`config.mk`:
```
export PLATFORM = sky130hd
export DESIGN_NAME = tlbpt_lru_scan
export DESIGN_NICKNAME = d
export VERILOG_FILES = /design/src/rtl/tlbpt_pkg.sv /design/src/rtl/tlbpt_lru_scan.sv
export SDC_FILE = /design/constraint.sdc
export NUM_CORES = 1
export LEC_CHECK = 0
export ABC_CLOCK_PERIOD_IN_PS = 8200
export BUFFER_PORTS_ARGS = -buffer_cell sky130_fd_sc_hd__buf_4
export CAP_MARGIN = 25
export CORE_MARGIN = 10
export CORE_UTILIZATION = 35
export CTS_CLUSTER_SIZE = 28
export DETAILED_ROUTE_END_ITERATION = 10
export PLACE_DENSITY_LB_ADDON = 0.2
export SLEW_MARGIN = 20
export SYNTH_ARGS = -nofsm -noshare
export SYNTH_HDL_FRONTEND = slang
export SYNTH_SLANG_ARGS = --single-unit
```
`constraint.sdc`:
```
create_clock -name clk -period 8.2 [get_ports clk]
set_clock_uncertainty 0.15 [all_clocks]
set_input_delay 0.41 -clock clk [delete_from_list [all_inputs] [get_ports clk]]
set_output_delay 0.41 -clock clk [all_outputs]
set_load 0.01 [all_outputs]
```
`src/rtl/tlbpt_pkg.sv`:
```
// Shared constants and types for the LRU translator.
package tlbpt_pkg;

    localparam int FRAME_COUNT_DEF = 128;
    localparam int TLB_DEPTH_DEF   = 16;
    localparam int PAGE_COUNT_DEF  = 256;
    localparam int STAMP_BITS_DEF  = 32;
    localparam int PAGE_BITS       = 8;
    localparam int OFFSET_BITS     = 8;
    localparam int PA_BITS         = 15;

    typedef enum logic [2:0] {
        ST_IDLE,
        ST_LOOKUP,
        ST_SCAN,
        ST_OWNER,
        ST_EVICT,
        ST_FINISH,
        ST_OUT
    } state_t;

endpackage

```
`src/rtl/tlbpt_lru_scan.sv`:
```
// Serial minimum search over the frame stamps, one frame per cycle.
module tlbpt_lru_scan
    import tlbpt_pkg::*;
#(
    parameter int FRAME_COUNT = FRAME_COUNT_DEF,
    parameter int STAMP_BITS  = STAMP_BITS_DEF,
    localparam int FB = (FRAME_COUNT > 1) ? $clog2(FRAME_COUNT) : 1
)
(
    input  logic                  clk,
    input  logic                  rst_n,
    input  logic                  start,
    output logic                  busy,
    output logic                  done,
    output logic [FB-1:0]         rd_addr,
    input  logic [STAMP_BITS-1:0] rd_data,
    output logic [FB-1:0]         best
);

    logic [FB:0]           idx_reg, idx_next;
    logic                  busy_reg, busy_next;
    logic                  done_reg, done_next;
    logic                  first_reg, first_next;
    logic [FB-1:0]         best_reg, best_next;
    logic [STAMP_BITS-1:0] min_reg, min_next;
    logic [FB-1:0]         cand_reg, cand_next;
    logic                  cand_ok_reg, cand_ok_next;

    // read address leads the compare, which sees the registered memory read
    always_comb
    begin
        idx_next     = idx_reg;
        busy_next    = busy_reg;
        done_next    = 1'b0;
        first_next   = first_reg;
        best_next    = best_reg;
        min_next     = min_reg;
        cand_next    = idx_reg[FB-1:0];
        cand_ok_next = 1'b0;
        if (start)
        begin
            idx_next   = '0;
            busy_next  = 1'b1;
            first_next = 1'b1;
        end
        else if (busy_reg)
        begin
            if (idx_reg < (FB+1)'(FRAME_COUNT))
            begin
                cand_ok_next = 1'b1;
                idx_next     = idx_reg + 1'b1;
            end
            if (cand_ok_reg)
            begin
                if (first_reg || (rd_data < min_reg))
                begin
                    min_next  = rd_data;
                    best_next = cand_reg;
                end
                first_next = 1'b0;
                if (cand_reg == FB'(FRAME_COUNT - 1))
                begin
                    busy_next    = 1'b0;
                    done_next    = 1'b1;
                    cand_ok_next = 1'b0;
                end
            end
        end
    end

    always_ff @(posedge clk or negedge rst_n)
    begin
        if (!rst_n)
        begin
            idx_reg     <= '0;
            busy_reg    <= 1'b0;
            done_reg    <= 1'b0;
            first_reg   <= 1'b0;
            cand_ok_reg <= 1'b0;
        end
        else
        begin
            idx_reg     <= idx_next;
            busy_reg    <= busy_next;
            done_reg    <= done_next;
            first_reg   <= first_next;
            cand_ok_reg <= cand_ok_next;
        end
    end

    always_ff @(posedge clk)
    begin
        best_reg <= best_next;
        min_reg  <= min_next;
        cand_reg <= cand_next;
    end

    assign rd_addr = idx_reg[FB-1:0];
    assign busy    = busy_reg;
    assign done    = done_reg;
    assign best    = best_reg;

    a_done_pulse: assert property (@(posedge clk) disable iff (!rst_n)
        done_reg |=> !done_reg) else $error("done held");
    a_done_ends: assert property (@(posedge clk) disable iff (!rst_n)
        done_reg |-> !busy_reg) else $error("busy after done");
    a_idx_range: assert property (@(posedge clk) disable iff (!rst_n)
        idx_reg <= (FB+1)'(FRAME_COUNT)) else $error("index overrun");

endmodule
```
# Word level (Yosys, flattened, before mapping)
# Index checks and enable logic that the tools add are counted.
dict set report classes {
  n_addsub 1
  multipliers 0
  n_div 0
  n_lt_le_gt_ge 2
  eq_ne 1
  n_shift 0
  muxes 19
  bitwise_logic 1
  reduce_logical 7
}
# op count
set op_table {}
lappend op_table {{32-bit < comparator} 1}
lappend op_table {{8-bit two-way mux} 3}
lappend op_table {{1-bit two-way mux} 16}
lappend op_table {{8-bit by 1-bit adder with 8-bit output, second input constant} 1}
lappend op_table {{8-bit < comparator, second input constant} 1}
lappend op_table {{7-bit == test, second input constant} 1}
lappend op_table {{2-bit nonzero test} 3}
lappend op_table {{2-bit AND reduction} 2}
lappend op_table {{4-bit AND reduction} 1}
lappend op_table {{1-bit logical OR} 1}
lappend op_table {{1-bit inverter} 1}
dict set report totals {
  reg_bits 58
  latch_bits 0
  ram_bits 0
  rom_bits 0
  output_inout_bits 16
  n_memories 0
}

# Depth between registers and ports, before layout
# Gate-level depths: netlist of run 1.
dict set report depth {
  depth_word 6
  mapped_depth 7
  depth_no_buf 7
}

# Least setup slack after synthesis of run 1
# OpenSTA, ideal clock, no wires.
dict set report synth_timing {
  path_type {input port to flip-flop}
  from {input rd_data[14]}
  to {register best_reg[0], in the netlist best[0], enable pin}
  setup_ps 432
  t_arrival_ps 2958
  required_time_ps 7618
  slack_ps 4660
  cell_stages 6
  cell_sequence {ha_1 > nand4_1 > nor3_2 > a221oi_1 > o211ai_1 > a211oi_2}
}
dict set report synth_via {
  elab_chain_cells 3
}
# element line_no
set synth_lines {}
lappend synth_lines {{from (decl)} tlbpt_lru_scan.sv:16} ;# input logic [STAMP_BITS-1:0] rd_data,
lappend synth_lines {{32-bit < comparator} tlbpt_lru_scan.sv:55} ;# if (first_reg || (rd_data < min_reg))
lappend synth_lines {{1-bit logical OR} tlbpt_lru_scan.sv:55}
lappend synth_lines {{4-bit AND reduction (no source line)} -}
lappend synth_lines {{to (signal assigned)} tlbpt_lru_scan.sv:93} ;# best_reg <= best_next;
lappend synth_lines {{to (decl)} tlbpt_lru_scan.sv:24} ;# logic [FB-1:0] best_reg, best_next;
# Every way passes these cells.
# A chain may end at the register's enable or synchronous reset.

# Final worst setup path of run 1
dict set report layout_timing {
  from {register min_reg[13]}
  to {register min_reg[21], enable pin}
}
dict set report layout_via {
  elab_chain_cells 3
}
# element line_no
set layout_lines {}
lappend layout_lines {{from (decl)} tlbpt_lru_scan.sv:25} ;# logic [STAMP_BITS-1:0] min_reg, min_next;
lappend layout_lines {{from (signal assigned)} tlbpt_lru_scan.sv:94} ;# min_reg <= min_next;
lappend layout_lines {{32-bit < comparator} tlbpt_lru_scan.sv:55}
lappend layout_lines {{1-bit logical OR} tlbpt_lru_scan.sv:55}
lappend layout_lines {{4-bit AND reduction (no source line)} -}
# Every way passes these cells.

==> impl_metrics.py, run 1 <==
metrics = {
    "floorplan": {
        "pin_count": 51,
        "initial_utilization": 0.355,
        "fp.dieArea_um2": 11700,
        "core.rowCount": 32,
        "die_w_um": 108,
        "die_height_um": 108,
        "core_um2": 7650,
    },
    "clock_network": {
        "cts-root-buf": "clkbuf_8",
        "cts_setup_buffers": 0,
        "tritoncts": "done",
        "clk_pin_slew_ps": 70,
        "clock_latency_ps": 330,
        "numCtsBuffers": 9,
        "cts_sinks": 58,
        "htreeDepth": 3,
        "cts_max_path_buffers": 2,
    },
    "sta": {
        "max_slew_margin": 0.339,
        "worst_pin_slew_ps": 989,
        "drv_slew": 0,
        "period_needed_ps": 3120,
        "rsz0062_at_grt": "no",
        "whs_ps": 109,
        "fin_setup_tns_ps": 0,
        "finalCritPeriodShare": 0.381,
        "hold_viol": 0,
        "max_freq_ghz": 0.320,
        "setup_viol": 0,
    },
    "logic_synthesis": {
        "synth_edf_count": 39,
        "yosysMostFrequentCell": "edfxtp_1",
        "synth_area_per_cell_um2": 12.8,
        "synth.area.top_cells": "edfxtp_1 (43%), ha_1 (15%), dfrtp_1 (11%)",
        "yosys_most_used_dff": "edfxtp_1",
        "synth_top_area_frac": 0.432,
        "yosysUniqueCellTypes": 36,
        "ys_seq_area_frac": 0.594,
        "postSynthRegisterBits": 58,
        "yosys_warnings": 0,
        "synth_top_cell_by_area": "edfxtp_1",
        "synth_nets": 279,
        "syn_area_um2": 2710,
        "ys_async_sr_fraction": 0.207,
        "synthTopCellsByCount": "edfxtp_1 (39), ha_1 (32), inv_1 (31)",
        "synth_cells": 212,
    },
    "detailed_routing": {
        "detail-route-antenna-nets": 0,
        "avgRoutedWirePerCell_um": 13.5,
        "viasPerCell": 4.47,
        "routed_wl_mm": 5.06,
        "drtIter0Drc": 56,
        "drt_pass1_iterations": 4,
        "vias": 1672,
        "route.detailed.drc": 0,
    },
    "setup_path": {
        "cp_slowest_stage_delay_ps": 870,
        "crit_required_ps": 8060,
        "criticalPathCategory": "register to register",
        "path_cells": "inv_1 > ha_1 > nand4_1 > nor3_2 > a221oi_1 > o211ai_1 > a211oi_4 > buf_4",
        "crit_fanout": 21,
        "critPathLaunchType": "register",
        "cp.arrival_ps": 2980,
        "critPathCaptureType": "register",
        "slowest_stage": "a211oi_4",
    },
    "pwr": {
        "worst_ir_drop_vdd_v": 0.0000975,
        "cellLeakagePower_nw": 1.53,
        "power_density_nw_per_um2": 195,
    },
    "global_routing": {
        "grt_remaining_overflow": 0,
        "grtUsageMet2": 0.147,
        "grt_pass1_wl_mm": 8.25,
        "grt.busiest_layer": "met2",
        "track_usage": 0.0921,
        "use_met3": 0.0482,
        "grt_pass1_vias": 1720,
        "antenna_found_initial": 0,
        "gr-usage-met1": 0.103,
        "grt_max_degree": 22,
    },
    "layout": {
        "final_util": 0.443,
        "regArea_um2": 1610,
        "multi_input_comb_area_um2": 935,
        "drive_above_1_share": 0.265,
        "largest_reg_flops": 32,
        "nFillCells": 719,
        "fin_nets": 334,
        "n_antenna_cell": 0,
        "syn_to_final_growth_pct": 25.1,
    },
    "place": {
        "post-dp-hpwl_mm": 3.89,
        "port_buffers": 50,
        "gp_congestion": 0.764,
    },
    "outcome": {
        "status": "finished clean",
    },
    "worst_hold_path": {
        "min_path_type": "primary input to register",
    },
    "flow_run": {
        "drv_cap": 0,
    },
}
logic make-up (layout without fill, tap and decap cells):
| kind of cell | Yosys count | in the layout | synth area share |
|---|---|---|---|
| DFF | 58 | 58 | 0.594 |
| and+or+nand+nor | 48 | 48 | 0.0969 |
| buffers and inverters | 39 | 99 | 0.0637 |
| adders and majority gates | 32 | 32 | 0.148 |
| AOI/OAI and AO/OA | 29 | 29 | 0.0775 |
| xor gates and xnor gates | 5 | 5 | 0.0162 |
| muxes | 1 | 1 | 0.00369 |
worst max-delay path: cells and delay by family (launching register included):
kind	cells	cell delay [ps]
adders and majority gates	1	240
DFF	1	350
and+or+nand+nor	2	210
buffers and inverters	2	500
AOI/OAI and AO/OA	3	1340
layer usage:
metal  wire length, um  up-vias
li1                  -      856
met1              2160      775
met2              2450       33
met3               365        8
met4                79        0
met5                 0        -
final cells by class:
cell class                 count  share of cell area
multi-input combinational    115               0.276
inverter                      31              0.0343
clock inverter                 3             0.00480
sequential                    58               0.475
tap                          102              0.0376
timing repair buffer          52               0.116
clock buffer                  13              0.0565
through the flow:
stage | setup slack (ps) | cell area (um^2) | std cells | power [W]
3_3_place_gp | 4880 | 3170 | 357 | 0.000403
2_1_floorplan | 4660 | 2710 | 212 | 0.000373
3_5_place_dp | 4860 | 3170 | 357 | 0.000403
4_1_cts | 5030 | 3390 | 374 | 0.000672
6_report | 5080 | 3390 | 374 | 0.000660
5_1_grt | 4790 | 3390 | 374 | 0.000695
placed cells by master (no fill, tap or decap), types with 2 or more instances in the layout:
| cell | count |
|---|---|
| o21a_1 | 2 |
| clkinv_2 | 2 |
| edfxtp_1 | 39 |
| clkbuf_16 | 2 |
| nand3_1 | 2 |
| o21ai_1 | 2 |
| dfxtp_1 | 7 |
| nand2_1 | 13 |
| dfrtp_1 | 12 |
| o2111ai_1 | 2 |
| buf_4 | 51 |
| and4_1 | 2 |
| a21o_1 | 5 |
| inv_1 | 31 |
| xor2_1 | 4 |
| o21ai_0 | 2 |
| nor2_1 | 12 |
| nand4_1 | 8 |
| a21oi_1 | 11 |
| clkbuf_8 | 10 |
| a221oi_1 | 2 |
| ha_1 | 32 |
power breakdown:
group | total, W | internal, W | leakage, nW | switching (W)
combinational | 0.0000632 | 0.0000315 | 0.847 | 0.0000317
sequential | 0.000333 | 0.000327 | 0.577 | 0.00000568
clock | 0.000264 | 0.000154 | 0.110 | 0.000110
worst paths after layout:
path | start | end | slack, ps | cells past startpoint
max reg2reg | min_reg[13]$_DFFE_PP_ | min_reg[21]$_DFFE_PP_ | 5080 | 8
min in group asynchronous | rst_n | idx_reg[4]$_DFFE_PN0P_ | 300 | 2
max | min_reg[13]$_DFFE_PP_ | min_reg[21]$_DFFE_PP_ | 5080 | 8
max in group asynchronous | rst_n | first_reg$_DFFE_PN0P_ | 7440 | 2
min reg2reg | cand_reg[1]$_DFF_P_ | best[1]$_DFFE_PP_ | 290 | 0
min | rd_data[2] | min_reg[2]$_DFFE_PP_ | 110 | 1
what timing repair did:
item / in CTS / in global routing
resized for setup: 0 / 0
endpoints found under the hold margin: 12 / 0
hold buffers: 1 / 0
Note: power is estimated with default switching activity, not from simulation.
==> run 2: changes to the inputs <==
ABC_CLOCK_PERIOD_IN_PS = 3300   (was 8200)
clock period = 3.3 ns   (was 8.2 ns; I/O delays follow)
==> impl_metrics.py, run 2 (synthesis gave the netlist of run 1 again) <==
metrics = {
    "floorplan": {
        "initial_utilization": 0.355,
        "fp.dieArea_um2": 11700,
        "die_height_um": 108,
        "core.rowCount": 32,
        "die_w_um": 108,
        "pin_count": 51,
        "core_um2": 7650,
    },
    "sta": {
        "max_slew_margin": 0.615,
        "max_freq_ghz": 0.343,
        "hold_viol": 0,
        "fin_setup_tns_ps": 0,
        "whs_ps": 48.1,
        "finalCritPeriodShare": 0.883,
        "rsz0062_at_grt": "no",
        "worst_pin_slew_ps": 575,
        "drv_slew": 0,
        "period_needed_ps": 2920,
        "setup_viol": 0,
    },
    "global_routing": {
        "grt.busiest_layer": "met2",
        "use_met3": 0.0446,
        "gr-usage-met1": 0.120,
        "grt_pass1_vias": 1941,
        "grtUsageMet2": 0.166,
        "track_usage": 0.105,
        "grt_remaining_overflow": 0,
        "grt_max_degree": 15,
        "antenna_found_initial": 0,
        "grt_pass1_wl_mm": 9.43,
    },
    "setup_path": {
        "path_delay_family": "compound AO/OA/AOI/OAI gates",
        "rrSetupSlack_ps": 570,
        "critPathLaunchType": "primary input",
        "cpMostUsedCell": "buf_4",
        "worstReg2RegEnd": "min_reg[15]$_DFFE_PP_",
        "crit_fanout": 14,
        "crit_buf_inv": 3,
        "rr_worst_depth": 8,
        "r2r-start": "min_reg[14]$_DFFE_PP_",
        "crit_required_ps": 3180,
        "critPathCaptureType": "register",
        "cp.arrival_ps": 2790,
        "criticalPathCategory": "primary input to register",
        "slowest_stage": "a211oi_4",
        "cp_slowest_stage_delay_ps": 570,
        "path_cells": "dlygate4sd3_1 > buf_4 > ha_1 > nand4_1 > nor3_2 > a221oi_1 > o211ai_1 > a211oi_4 > buf_4",
    },
    "clock_network": {
        "clk_pin_slew_ps": 70,
        "tritoncts": "done",
        "clock_latency_ps": 330,
        "cts_max_path_buffers": 2,
        "postCtsHoldBufs": 34,
        "cts_setup_buffers": 0,
        "numCtsBuffers": 9,
        "cts_sinks": 58,
        "cts_resized": 0,
        "cts-root-buf": "clkbuf_8",
        "htreeDepth": 3,
    },
    "pwr": {
        "power_density_nw_per_um2": 476,
        "worst_ir_drop_vdd_v": 0.000239,
        "total_power_w": 0.00179,
        "cellLeakagePower_nw": 1.69,
    },
    "place": {
        "placed_cells": 359,
        "gp_congestion": 0.747,
        "post-dp-hpwl_mm": 3.94,
        "port_buffers": 50,
    },
    "layout": {
        "mostFrequentLayoutCell": "buf_4",
        "final_cell_mix": "buf_4 (53), edfxtp_1 (39), dlygate4sd3_1 (34), ha_1 (32), inv_1 (31)",
        "layoutNonFillerInstCount": 409,
        "nFillCells": 673,
        "drive_above_1_share": 0.241,
        "multi_input_comb_area_um2": 935,
        "largest_reg_flops": 32,
        "regArea_um2": 1610,
        "syn_to_final_growth_pct": 38.7,
        "n_antenna_cell": 0,
        "fin_nets": 369,
    },
    "detailed_routing": {
        "drtIter0Drc": 26,
        "drt_pass1_iterations": 4,
        "vias": 1792,
        "viasPerCell": 4.38,
        "routed_wl_mm": 5.58,
        "detail-route-antenna-nets": 0,
        "route.detailed.drc": 0,
        "avgRoutedWirePerCell_um": 13.6,
    },
    "outcome": {
        "status": "finished clean",
    },
    "flow_run": {
        "drv_cap": 0,
    },
    "worst_hold_path": {
        "min_path_type": "primary input to async pin",
    },
}
==> run 2: changes by cell type in the layout (fill, tap and decap cells not counted) <==
cell	delta
inv_4	-1
bufinv_16	+3
clkbuf_16	-2
clkinv_2	+1
clkbuf_8	-1
buf_4	+2
dlygate4sd3_1	+33
==> run 2: through the flow <==
step | setup slack (ps) | instance area [um^2] | utilization
after floorplan | 356 | 2720 | -
after global routing | 235 | 3760 | 0.492
after CTS | 409 | 3760 | 0.492
after global placement | 574 | 3190 | 0.417
final | 385 | 3760 | 0.492
after detailed placement | 550 | 3190 | 0.417
==> run 2: power breakdown <==
group / leakage (nW) / internal, W / switching (W) / total (W)
combinational: 0.995 / 0.000106 / 0.0000877 / 0.000193
sequential: 0.577 / 0.000812 / 0.0000142 / 0.000826
clock: 0.120 / 0.000498 / 0.000275 / 0.000772
total: 1.69 / 0.00142 / 0.000377 / 0.00179
==> run 2: layout make-up <==
class                   count  area share
clock buffers              10      0.0339
clock inverters             6      0.0279
inverters                  31      0.0309
multi-input cells         115       0.249
flip-flops and latches     58       0.428
well taps                 102      0.0339
repair buffers             87       0.196
==> run 2: worst max path at each step <==
stage	start	endpoint	slack, ps	depth (start not counted)
floorplan	min_reg[14]$_DFFE_PP_	best[0]$_DFFE_PP_	360	7
global placement	min_reg[17]$_DFFE_PP_	min_reg[30]$_DFFE_PP_	570	8
detailed placement	min_reg[17]$_DFFE_PP_	min_reg[5]$_DFFE_PP_	550	8
CTS	rd_data[19]	min_reg[15]$_DFFE_PP_	410	9
global route	rd_data[19]	min_reg[26]$_DFFE_PP_	240	9
finish	rd_data[14]	min_reg[15]$_DFFE_PP_	380	9
==> run 2: worst register-to-register path, cell delays in order, from the launching register on <==
cell,delay (ps)
edfxtp_1,360
inv_1,60
ha_1,240
nand4_1,130
nor3_2,70
a221oi_1,300
o211ai_1,210
a211oi_4,570
buf_4,340
==> run 2: metal layers <==
layer	wire length [um]	vias to the layer above	part of all wire
met5	0	-	0
li1	-	928	-
met2	2730	41	0.49
met4	50	0	0.0090
met1	2480	818	0.44
met3	322	5	0.058
